$ cat src/design/assert_macros.svh
// ----------------------------------------------------------------------------
// assert_macros.svh
// Assertion wrappers for the FIR smoothing block; empty in synthesis builds.
// ----------------------------------------------------------------------------
`ifndef ASSERT_MACROS_SVH
`define ASSERT_MACROS_SVH

`ifndef SYNTH

// property must hold at every clock edge outside reset
`define FSD_ASSERT(lbl, clk, rst, prop, msg) \
   lbl: assert property (@(posedge clk) disable iff (rst) prop) else $error(msg);

// expression must never be true outside reset
`define FSD_NEVER(lbl, clk, rst, expr, msg) \
   lbl: assert property (@(posedge clk) disable iff (rst) !(expr)) else $error(msg);

`else

`define FSD_ASSERT(lbl, clk, rst, prop, msg)
`define FSD_NEVER(lbl, clk, rst, expr, msg)

`endif

`endif

$ cat src/design/fsd_pkg.sv
// ----------------------------------------------------------------------------
// fsd_pkg
// Shared constants, types and the coefficient ROM of the FIR smoothing block.
// ----------------------------------------------------------------------------
package fsd_pkg;

   // fixed filter geometry
   localparam int TAPS           = 151;
   localparam int HALF_TAPS      = (TAPS + 1) / 2;
   localparam int SAMPLE_BITS    = 16;
   localparam int COEF_BITS      = 14;
   localparam int COEF_FRAC_BITS = 20;
   localparam int PROD_BITS      = SAMPLE_BITS + COEF_BITS;
   localparam int ACC_BITS       = PROD_BITS + $clog2(TAPS);
   localparam int SP_W           = $clog2(TAPS + 1);

   // defaults for the top-level parameters
   localparam int DEF_SMOOTH_LENGTH = 51;
   localparam int DEF_DELAY_SLOTS   = 101;

   // sequencer states
   typedef enum logic [2:0] {
      ST_CLEAR,
      ST_IDLE,
      ST_MAC,
      ST_SMOOTH,
      ST_DIV,
      ST_FIX
   } fsd_state_type;

   // commands from the sequencer to the FIR unit
   typedef struct packed {
      logic            clr;
      logic [SP_W-1:0] clr_addr;
      logic            load;
   } fir_cmd_type;

   // status back from the FIR unit
   typedef struct packed {
      logic                   done;
      logic [SAMPLE_BITS-1:0] value;
   } fir_sts_type;

   // symmetric low-pass taps, units of 2^-20
   function automatic logic [COEF_BITS-1:0] coef_at(input logic [SP_W-1:0] k);
      logic [SP_W-1:0]      m;
      logic [COEF_BITS-1:0] c;
      m = (k < SP_W'(HALF_TAPS)) ? k : SP_W'(TAPS - 1) - k;
      case (m)
         8'd0:  c = 14'd358;   8'd1:  c = 14'd376;   8'd2:  c = 14'd399;   8'd3:  c = 14'd425;
         8'd4:  c = 14'd457;   8'd5:  c = 14'd495;   8'd6:  c = 14'd538;   8'd7:  c = 14'd588;
         8'd8:  c = 14'd645;   8'd9:  c = 14'd709;   8'd10: c = 14'd780;   8'd11: c = 14'd860;
         8'd12: c = 14'd948;   8'd13: c = 14'd1044;  8'd14: c = 14'd1150;  8'd15: c = 14'd1264;
         8'd16: c = 14'd1389;  8'd17: c = 14'd1522;  8'd18: c = 14'd1665;  8'd19: c = 14'd1819;
         8'd20: c = 14'd1982;  8'd21: c = 14'd2155;  8'd22: c = 14'd2338;  8'd23: c = 14'd2531;
         8'd24: c = 14'd2734;  8'd25: c = 14'd2947;  8'd26: c = 14'd3169;  8'd27: c = 14'd3401;
         8'd28: c = 14'd3642;  8'd29: c = 14'd3892;  8'd30: c = 14'd4150;  8'd31: c = 14'd4417;
         8'd32: c = 14'd4692;  8'd33: c = 14'd4974;  8'd34: c = 14'd5263;  8'd35: c = 14'd5559;
         8'd36: c = 14'd5860;  8'd37: c = 14'd6168;  8'd38: c = 14'd6479;  8'd39: c = 14'd6796;
         8'd40: c = 14'd7115;  8'd41: c = 14'd7438;  8'd42: c = 14'd7763;  8'd43: c = 14'd8089;
         8'd44: c = 14'd8416;  8'd45: c = 14'd8743;  8'd46: c = 14'd9069;  8'd47: c = 14'd9394;
         8'd48: c = 14'd9716;  8'd49: c = 14'd10035; 8'd50: c = 14'd10351; 8'd51: c = 14'd10662;
         8'd52: c = 14'd10967; 8'd53: c = 14'd11266; 8'd54: c = 14'd11557; 8'd55: c = 14'd11842;
         8'd56: c = 14'd12117; 8'd57: c = 14'd12384; 8'd58: c = 14'd12641; 8'd59: c = 14'd12886;
         8'd60: c = 14'd13121; 8'd61: c = 14'd13343; 8'd62: c = 14'd13553; 8'd63: c = 14'd13750;
         8'd64: c = 14'd13933; 8'd65: c = 14'd14102; 8'd66: c = 14'd14256; 8'd67: c = 14'd14396;
         8'd68: c = 14'd14520; 8'd69: c = 14'd14629; 8'd70: c = 14'd14720; 8'd71: c = 14'd14795;
         8'd72: c = 14'd14855; 8'd73: c = 14'd14897; 8'd74: c = 14'd14922;
         default: c = 14'd14931;  // center tap
      endcase
      return c;
   endfunction

endpackage

$ cat src/design/fsd_fir.sv
// ----------------------------------------------------------------------------
// fsd_fir
// 151-tap FIR: sample ring in a one-port-read memory and one shared MAC.
// ----------------------------------------------------------------------------
`include "assert_macros.svh"

module fsd_fir (
   input  logic                                   clock,
   input  logic                                   reset,
   input  fsd_pkg::fir_cmd_type                   cmd,
   input  logic [fsd_pkg::SAMPLE_BITS-1:0]        sample,
   output fsd_pkg::fir_sts_type                   sts
);
   import fsd_pkg::*;

   // sample ring
   logic [SAMPLE_BITS-1:0] ring_mem [TAPS];
   logic [SAMPLE_BITS-1:0] rdata_ff;

   logic [SP_W-1:0]        pos_ff;
   logic [SP_W-1:0]        pos_nxt;
   logic [SP_W-1:0]        rd_ptr_ff;
   logic [SP_W-1:0]        rd_nxt;
   logic [SP_W-1:0]        tap_ff;
   logic [SP_W-1:0]        k1_ff;
   logic                   busy_ff;
   logic                   v1_ff;
   logic                   v2_ff;
   logic                   done_ff;
   logic                   issue;
   logic                   finish;
   logic [PROD_BITS-1:0]   prod_ff;
   logic [ACC_BITS-1:0]    acc_ff;
   logic [SAMPLE_BITS-1:0] fir_ff;
   logic [ACC_BITS:0]      rnd;
   logic [SAMPLE_BITS-1:0] sat;

   logic                   wr_en;
   logic [SP_W-1:0]        wr_addr;
   logic [SAMPLE_BITS-1:0] wr_data;

   assign pos_nxt = (pos_ff == SP_W'(TAPS - 1)) ? '0 : pos_ff + 1'b1;
   assign rd_nxt  = (rd_ptr_ff == SP_W'(TAPS - 1)) ? '0 : rd_ptr_ff + 1'b1;
   assign issue   = busy_ff && (tap_ff != SP_W'(TAPS));
   assign finish  = busy_ff && !issue && !v1_ff && !v2_ff;

   // write port: clearing pass or new sample
   always_comb begin
      wr_en   = cmd.clr || cmd.load;
      wr_addr = cmd.clr ? cmd.clr_addr : pos_ff;
      wr_data = cmd.clr ? '0 : sample;
   end

   always_ff @(posedge clock) begin
      if (wr_en) begin
         ring_mem[wr_addr] <= wr_data;
      end
      if (issue) begin
         rdata_ff <= ring_mem[rd_ptr_ff];
      end
   end

   // control: positions, tap counter, pipeline valids
   always_ff @(posedge clock) begin
      if (reset) begin
         pos_ff    <= '0;
         rd_ptr_ff <= '0;
         tap_ff    <= '0;
         busy_ff   <= 1'b0;
         v1_ff     <= 1'b0;
         v2_ff     <= 1'b0;
         done_ff   <= 1'b0;
      end else begin
         v1_ff   <= issue;
         v2_ff   <= v1_ff;
         done_ff <= finish;
         if (cmd.load) begin
            pos_ff    <= pos_nxt;
            rd_ptr_ff <= pos_nxt;  // oldest sample meets the first tap
            tap_ff    <= '0;
            busy_ff   <= 1'b1;
         end else begin
            if (issue) begin
               rd_ptr_ff <= rd_nxt;
               tap_ff    <= tap_ff + 1'b1;
            end
            if (finish) begin
               busy_ff <= 1'b0;
            end
         end
      end
   end

   // multiply, then accumulate
   always_ff @(posedge clock) begin
      k1_ff <= tap_ff;
      if (v1_ff) begin
         prod_ff <= rdata_ff * coef_at(k1_ff);
      end
      if (cmd.load) begin
         acc_ff <= '0;
      end else if (v2_ff) begin
         acc_ff <= acc_ff + ACC_BITS'(prod_ff);
      end
      if (finish) begin
         fir_ff <= sat;
      end
   end

   // round half up and saturate
   always_comb begin
      rnd = (ACC_BITS + 1)'(acc_ff) + ((ACC_BITS + 1)'(1) << (COEF_FRAC_BITS - 1));
      if (|rnd[ACC_BITS:COEF_FRAC_BITS+SAMPLE_BITS]) begin
         sat = '1;
      end else begin
         sat = rnd[COEF_FRAC_BITS+SAMPLE_BITS-1:COEF_FRAC_BITS];
      end
   end

   assign sts.done  = done_ff;
   assign sts.value = fir_ff;

   `FSD_NEVER(a_load_busy, clock, reset, cmd.load && busy_ff, "FIR loaded while busy")
   `FSD_ASSERT(a_tap_range, clock, reset, tap_ff <= SP_W'(TAPS), "FIR tap count overran")
   `FSD_ASSERT(a_done_idle, clock, reset, busy_ff && finish |=> !busy_ff && done_ff,
      "FIR done without going idle")

endmodule
$ cat config.mk
export PLATFORM = sky130hd
export DESIGN_NAME = fsd_fir
export DESIGN_NICKNAME = d
export VERILOG_FILES = /design/src/design/fsd_pkg.sv /design/src/design/fsd_fir.sv
export VERILOG_INCLUDE_DIRS = /design/src /design/src/design
export SDC_FILE = /design/constraint.sdc
export NUM_CORES = 2
export LEC_CHECK = 0
export ABC_AREA = 1
export BUFFER_PORTS_ARGS = -buffer_cell sky130_fd_sc_hd__buf_2
export CORE_MARGIN = 2
export CORE_UTILIZATION = 55
export CTS_BUF_LIST = sky130_fd_sc_hd__clkbuf_4 sky130_fd_sc_hd__clkbuf_8
export CTS_CLUSTER_SIZE = 20
export DETAILED_ROUTE_END_ITERATION = 16
export PLACE_DENSITY = 0.78
export SLEW_MARGIN = 20
export SYNTH_ARGS = -nofsm -noshare
export SYNTH_HDL_FRONTEND = slang
export SYNTH_MEMORY_MAX_BITS = 65536
export SYNTH_SLANG_ARGS = --single-unit
$ cat constraint.sdc
create_clock -name clock -period 7.5 [get_ports clock]
set_clock_uncertainty 0.1 [all_clocks]
set_input_delay 0.75 -clock clock [delete_from_list [all_inputs] [get_ports clock]]
set_output_delay 0.75 -clock clock [all_outputs]
set_load 0.005 [all_outputs]
### Word-level counts from Yosys, hierarchy flattened

Memory sizes are Yosys's and may differ from the RTL's. A register that Yosys moved wholly into a read port is not among the register bits.
Cells that the tools add are included.

| operators by class | value |
|---|---|
| add/subtract/negate cells | 6 |
| $mul | 1 |
| $lt $le $gt $ge | 1 |
| equality and inequality tests | 3 |
| muxes and demuxes | 13 |
| reductions and logical operators | 12 |

Operators by type and width:

| operator | number |
|---|---|
| $mux 8 | 6 |
| $add 38x20->39 const B | 1 |
| $add 38x30->38 | 1 |
| $mul 16x14->30 | 1 |
| $mux 14 | 2 |
| $add 8x1->8 const B | 3 |
| $eq 8x8->1 const B | 2 |
| $mux 16 | 1 |
| $lt 8x7->1 const B | 1 |
| $ne 8x8->1 const B | 1 |
| $sub 8x8->8 const A | 1 |
| $logic_and 1x1->1 | 4 |
| $mux 1 | 4 |
| $reduce_bool 2->1 | 2 |
| $logic_not 1->1 | 3 |
| $reduce_or 3->1 | 1 |
| $reduce_or 2->1 | 1 |
| $logic_or 1x1->1 | 1 |

| word-level totals | value |
|---|---|
| bits in registers | 120 |
| bits in writable memories | 2,416 |
| memory bits (read-only) | 1,792 |
| bits of input ports | 28 |
| output and inout bits | 17 |
| word-level logic and storage cells | 49 |
| memories kept | 2 |

Memory list:

| name | words | bits a word | rd ports | clocked after memory_dff | wr ports | line | text |
|---|---|---|---|---|---|---|---|
| ring_mem | 151 | 16 | 1 | 1 | 1 | fsd_fir.sv:17 | `logic [SAMPLE_BITS-1:0] ring_mem [TAPS];` |
| (name not given) | 128 | 14 | 1 | 0 | 0 | fsd_pkg.sv:49 | `case (m)` |

### Depth between registers and ports, before layout

| depth | value |
|---|---|
| depth after elaboration | 8 |
| gate-level depth with buffers | 45 |
| gate-level depth less buffers | 44 |

### Least setup slack after synthesis

No wires, ideal clock.

| timing | value |
|---|---|
| path type | register to register |
| start point | register k1_ff[2] |
| end point | register prod_ff[26], data pin |
| setup time | 0.265 ns |
| arrival time | 6.550 ns |
| required time | 7.135 ns |
| setup slack | 0.586 ns |
| cell stages (with the launch flop) | 41 |
| path buffers | 1 |
| period minus slack after synthesis | 6.914 ns |
| cells stage by stage | dfxtp_1 nand2_1 nand2_1 nand2_4 nand2_8 nand2_1 nand2_1 ha_1 inv_1 nand3_1 nand2_1 nand2_1 nand2_1 nand2_1 nand2_1 nand2_1 nand2_1 nand2_2 [... 5 more ...] fa_1 inv_1 fa_1 inv_1 fa_1 inv_1 fa_1 inv_1 fa_1 inv_1 ha_1 a21oi_1 o21ai_0 a21oi_1 o21ai_0 nand3_1 o211ai_1 xor2_1 |

| between the ends | value |
|---|---|
| cells in the longest elaborated chain, start to end | 6 |
| elaborated cells on any way between the ends | 7 |
| classes of those cells | 1 x add/sub; 1 x mul; 1 x order compare; 3 x mux; 1 x memory |

RTL lines:

| item | line | text |
|---|---|---|
| start, declared | fsd_fir.sv:25 | `logic [SP_W-1:0] k1_ff;` |
| start signal, assigned | fsd_fir.sv:96 | `k1_ff <= tap_ff;` |
| $sub 8x8->8 or $lt 8x7->1 (tied branches) | fsd_pkg.sv:48 | `m = (k < SP_W'(HALF_TAPS)) ? k : SP_W'(TAPS - 1) - k;` |
| $mux 8 (*) | fsd_pkg.sv:48 |  |
| $mem_v2 128x14 | n/a |  |
| $mux 14 (*) | fsd_pkg.sv:49 |  |
| $mux 14 (*) | fsd_fir.sv:97 | `if (v1_ff) begin` |
| $mul 16x14->30 (*) | fsd_fir.sv:98 | `prod_ff <= rdata_ff * coef_at(k1_ff);` |
| end signal, assigned | fsd_fir.sv:98 |  |
| end, declared | fsd_fir.sv:32 | `logic [PROD_BITS-1:0] prod_ff;` |

Mark *: on every way between the ends. The rest lies on a longest branch, timed or not. The select of a mux whose other input is x is not followed.
A chain may end at the register's enable or synchronous reset.

### Worst setup path in the final report

| timing | value |
|---|---|
| start point | register k1_ff[0] |
| end point | register prod_ff[27], data pin |

Same word-level chain as after synthesis.

==> flow_metrics.tcl <==
set metrics [dict create \
    status "complete, no violations" \
    placed_cell_area_um2 117000 \
    synth_nets 10144 \
    stdcell_area_um2 126000 \
    cts_root_buffer "clkbuf_8" \
    synth-edff-count 2478 \
    drtIter0Drc 12945 \
    leakagePower_nw 45.6 \
    final_nets 10466 \
    grt_pass1_vias 77877 \
    tns_ns 0 \
    clock_latency_ns 1.14 \
    rsz0062_at_grt "true" \
    vias_per_cell 6.18 \
    cp_data_required_time_ns 8.13 \
    core_um2 204000 \
    yosysUniqueCellTypes 52 \
    fin_crit_sh_pct 96.4 \
    syn_to_final_growth_pct 11.5 \
    die_area_um2 209000 \
    ys_warn_count 0 \
    cts_sinks 2552 \
    setup_violations 0 \
    fin_crit_ns 7.23 \
    grt.busiest_layer "met2" \
    antenna_found_initial 7 \
    holdPathStages 3 \
    critPathKind "flop to flop" \
    initial_core_util_pct 55.2 \
    postSynth.asyncResetShare_pct 0 \
    cts_tree "built" \
    max_stage_delay_ns 0.54 \
    hpwlAfterDp_um 186000 \
    globalplace.congestion 0.947 \
    cts_max_level 5 \
    max_slew_margin_pct 15.5 \
    path_max_fanout 8 \
    synth_area_leaders "edfxtp_1, nor2_1, o21ai_0" \
    netlist_instances 9806 \
    critPathSlowestCell "fa_1" \
    post-route-util_pct 61.5 \
    crit_path_frequent_cell "nand2_1" \
    dr.pass1.iters 7 \
    startpoint_type "flop" \
    synth-seq-cells 2552 \
    yosysTopAreaCellShare_pct 66.0 \
    preCtsSetupSlack_ns -0.0718 \
    arrival_ns 7.86 \
    cts_buffers 405 \
    peakVddDrop_mv 0.461 \
    routedWlPerCell_um 24.5 \
    synthFlopType "edfxtp_1" \
    die_width_um 457 \
    grt_pass1_wl_um 476000 \
    die_y_um 457 \
    syn_area_um2 113000 \
    met3_usage_pct 5.91 \
    powerDensity_nw_per_um2 277 \
    worst_slack_ns 0.268 \
    synth_top_cell_by_area "edfxtp_1" \
    ys_seq_area_share_pct 67.3 \
    slew_viol_final 0 \
    tightest_slew_ns 1.26 \
    fill_cells 15302 \
    critPathCaptureType "flop" \
    track_usage_pct 30.0 \
    hold_viol 0 \
    io_buffers 44 \
    rows 166 \
    grt-ovfl-total 0 \
    grt_max_degree 203 \
    drv_cap 0 \
    reg2reg_depth 39 \
    io_pins 45 \
    min_path_type "input port to flop" \
    drc 0 \
    drive_above_1_share_pct 12.2 \
    vias 81041 \
    use_met1_pct 39.9 \
    grt.met2_usage_pct 47.3 \
    cts.clk_slew.worst_paths_ns 0.06 \
    clockBufferDepth 4 \
    antenna_left 0 \
    syn_avg_cell_area_um2 11.5 \
    wirelength_um 321000 \
    max_freq_ghz 0.138 \
]
kinds of logic (layout without fill, tap and decap cells):
| kind of cell | count (synthesis) | count (layout) | synth area share (%) |
|---|---|---|---|
| AOI/OAI and AO/OA | 1916 | 1916 | 9.40 |
| xor gates and xnor gates | 61 | 61 | 0.491 |
| adders and majority gates | 310 | 310 | 4.55 |
| buffers and inverters | 1056 | 1662 | 3.98 |
| DFF | 2552 | 2552 | 67.3 |
| other | 0 | 5 | 0 |
| and+or+nand+nor | 3911 | 3912 | 14.3 |
Yosys cell counts (24+ instances only):
master and instances:
ha_1 144, xor2_1 39, buf_2 197, o22ai_1 359, o21ai_0 1130, buf_4 39, a21oi_1 200, nand2_1 1401
o211ai_1 147, nor2_1 1537, nand3_1 866, dfxtp_1 74, nor3_1 24, inv_1 431, edfxtp_1 2478, fa_1 166
buf_1 75, nand2_2 24, clkbuf_1 270
final timing paths:
path	slack, ns	from	end
min reg2reg	0.27	tap_ff[7]	k1_ff[7]
min	0.07	sample[8]	ring_mem[104][8]
max	0.27	k1_ff[0]	prod_ff[27]
max reg2reg	0.27	k1_ff[0]	prod_ff[27]
where the power goes:
group	total, mW	internal [mW]	switching, mW
clock	11.3	6.04	5.27
sequential	16.0	15.9	0.121
combinational	7.49	2.91	4.58
metrics by stage:
step	power [mW]	instances	hold slack (ns)
final	34.9	13106	0.0747
after global routing	36.3	13104	0.00845
after CTS	34.5	13075	0.00390
after detailed placement	23.4	12382	0.265
after global placement	23.3	12382	0.264
after floorplan	20.6	9806	0.251
registers in the layout (all words and copies together) (netlist names):
signal     flops
v2_ff          1
acc_ff        38
tap_ff         8
busy_ff        1
fir_ff        16
done_ff        1
pos_ff         8
rd_ptr_ff      8
prod_ff       30
v1_ff          1
k1_ff          8
rdata_ff      16
ring_mem    2416
layout make-up:
cell class / count / area (µm²) / share of cell area [%]
antenna: 5 / 12.5 / 0.00996
clock buffer: 540 / 6630 / 5.28
clock inverter: 152 / 922 / 0.734
inverter: 458 / 1770 / 1.40
multi-input combinational: 6199 / 32900 / 26.2
sequential: 2552 / 75900 / 60.4
tap: 2688 / 3360 / 2.68
timing repair buffer: 511 / 4180 / 3.33
timing repair inverter: 1 / 6.26 / 0.00498
routing by layer:
layer,share of wire [%],up-vias
li1,-,35477
met1,37,39166
met2,47,5508
met3,11,886
met4,5.2,4
met5,0.0072,-
worst max-delay path, delay by kind of cell (launching register included):
family | cells | cell delay (ns)
flops | 1 | 0.33
fa+ha+maj | 9 | 3.57
simple gates | 15 | 1.32
buf+inv | 11 | 1.03
compound gates | 4 | 0.62
layout by cell type (no fill, tap or decap), drive strengths merged:
| master | synthesis | routed |
|---|---|---|
| nor3 | 26 | 26 |
| o221ai | 15 | 15 |
| nor3b | 3 | 3 |
| o22ai | 359 | 359 |
| o31ai | 3 | 3 |
| or2 | 10 | 10 |
| clkbuf | 270 | 543 |
| a21oi | 204 | 204 |
| xor2 | 40 | 40 |
| inv | 448 | 450 |
| nor4 | 4 | 4 |
| a21o | 6 | 6 |
| and3 | 2 | 2 |
| o21ai | 1144 | 1144 |
| a31o | 1 | 1 |
| nand4 | 21 | 21 |
| buf | 328 | 507 |
| nand2 | 1431 | 1432 |
| clkinv | 10 | 146 |
| fa | 166 | 166 |
| xnor2 | 21 | 21 |
| a31oi | 14 | 14 |
| dfxtp | 74 | 74 |
| o21a | 4 | 4 |
| o211ai | 147 | 147 |
| edfxtp | 2478 | 2478 |
| ha | 144 | 144 |
| dlygate4sd3 | 0 | 1 |
| nand3b | 2 | 2 |
| o21bai | 12 | 12 |
| bufinv | 0 | 10 |
| nand3 | 871 | 871 |
| or3 | 1 | 1 |
| nor2 | 1540 | 1540 |
| clkinvlp | 0 | 5 |
| a41oi | 1 | 1 |
| diode | 0 | 5 |
| a21boi | 6 | 6 |
timing repair:
action | in CTS | in global routing
gates cloned | 0 | 5
pin swaps | 0 | 35
setup endpoints to repair | 3 | 19
hold buffers | 1 | 0
resized for setup | 2 | 85
buffers inserted | 0 | 20
endpoints found under the hold margin | 8 | 0
(Power assumes the default switching activity.)
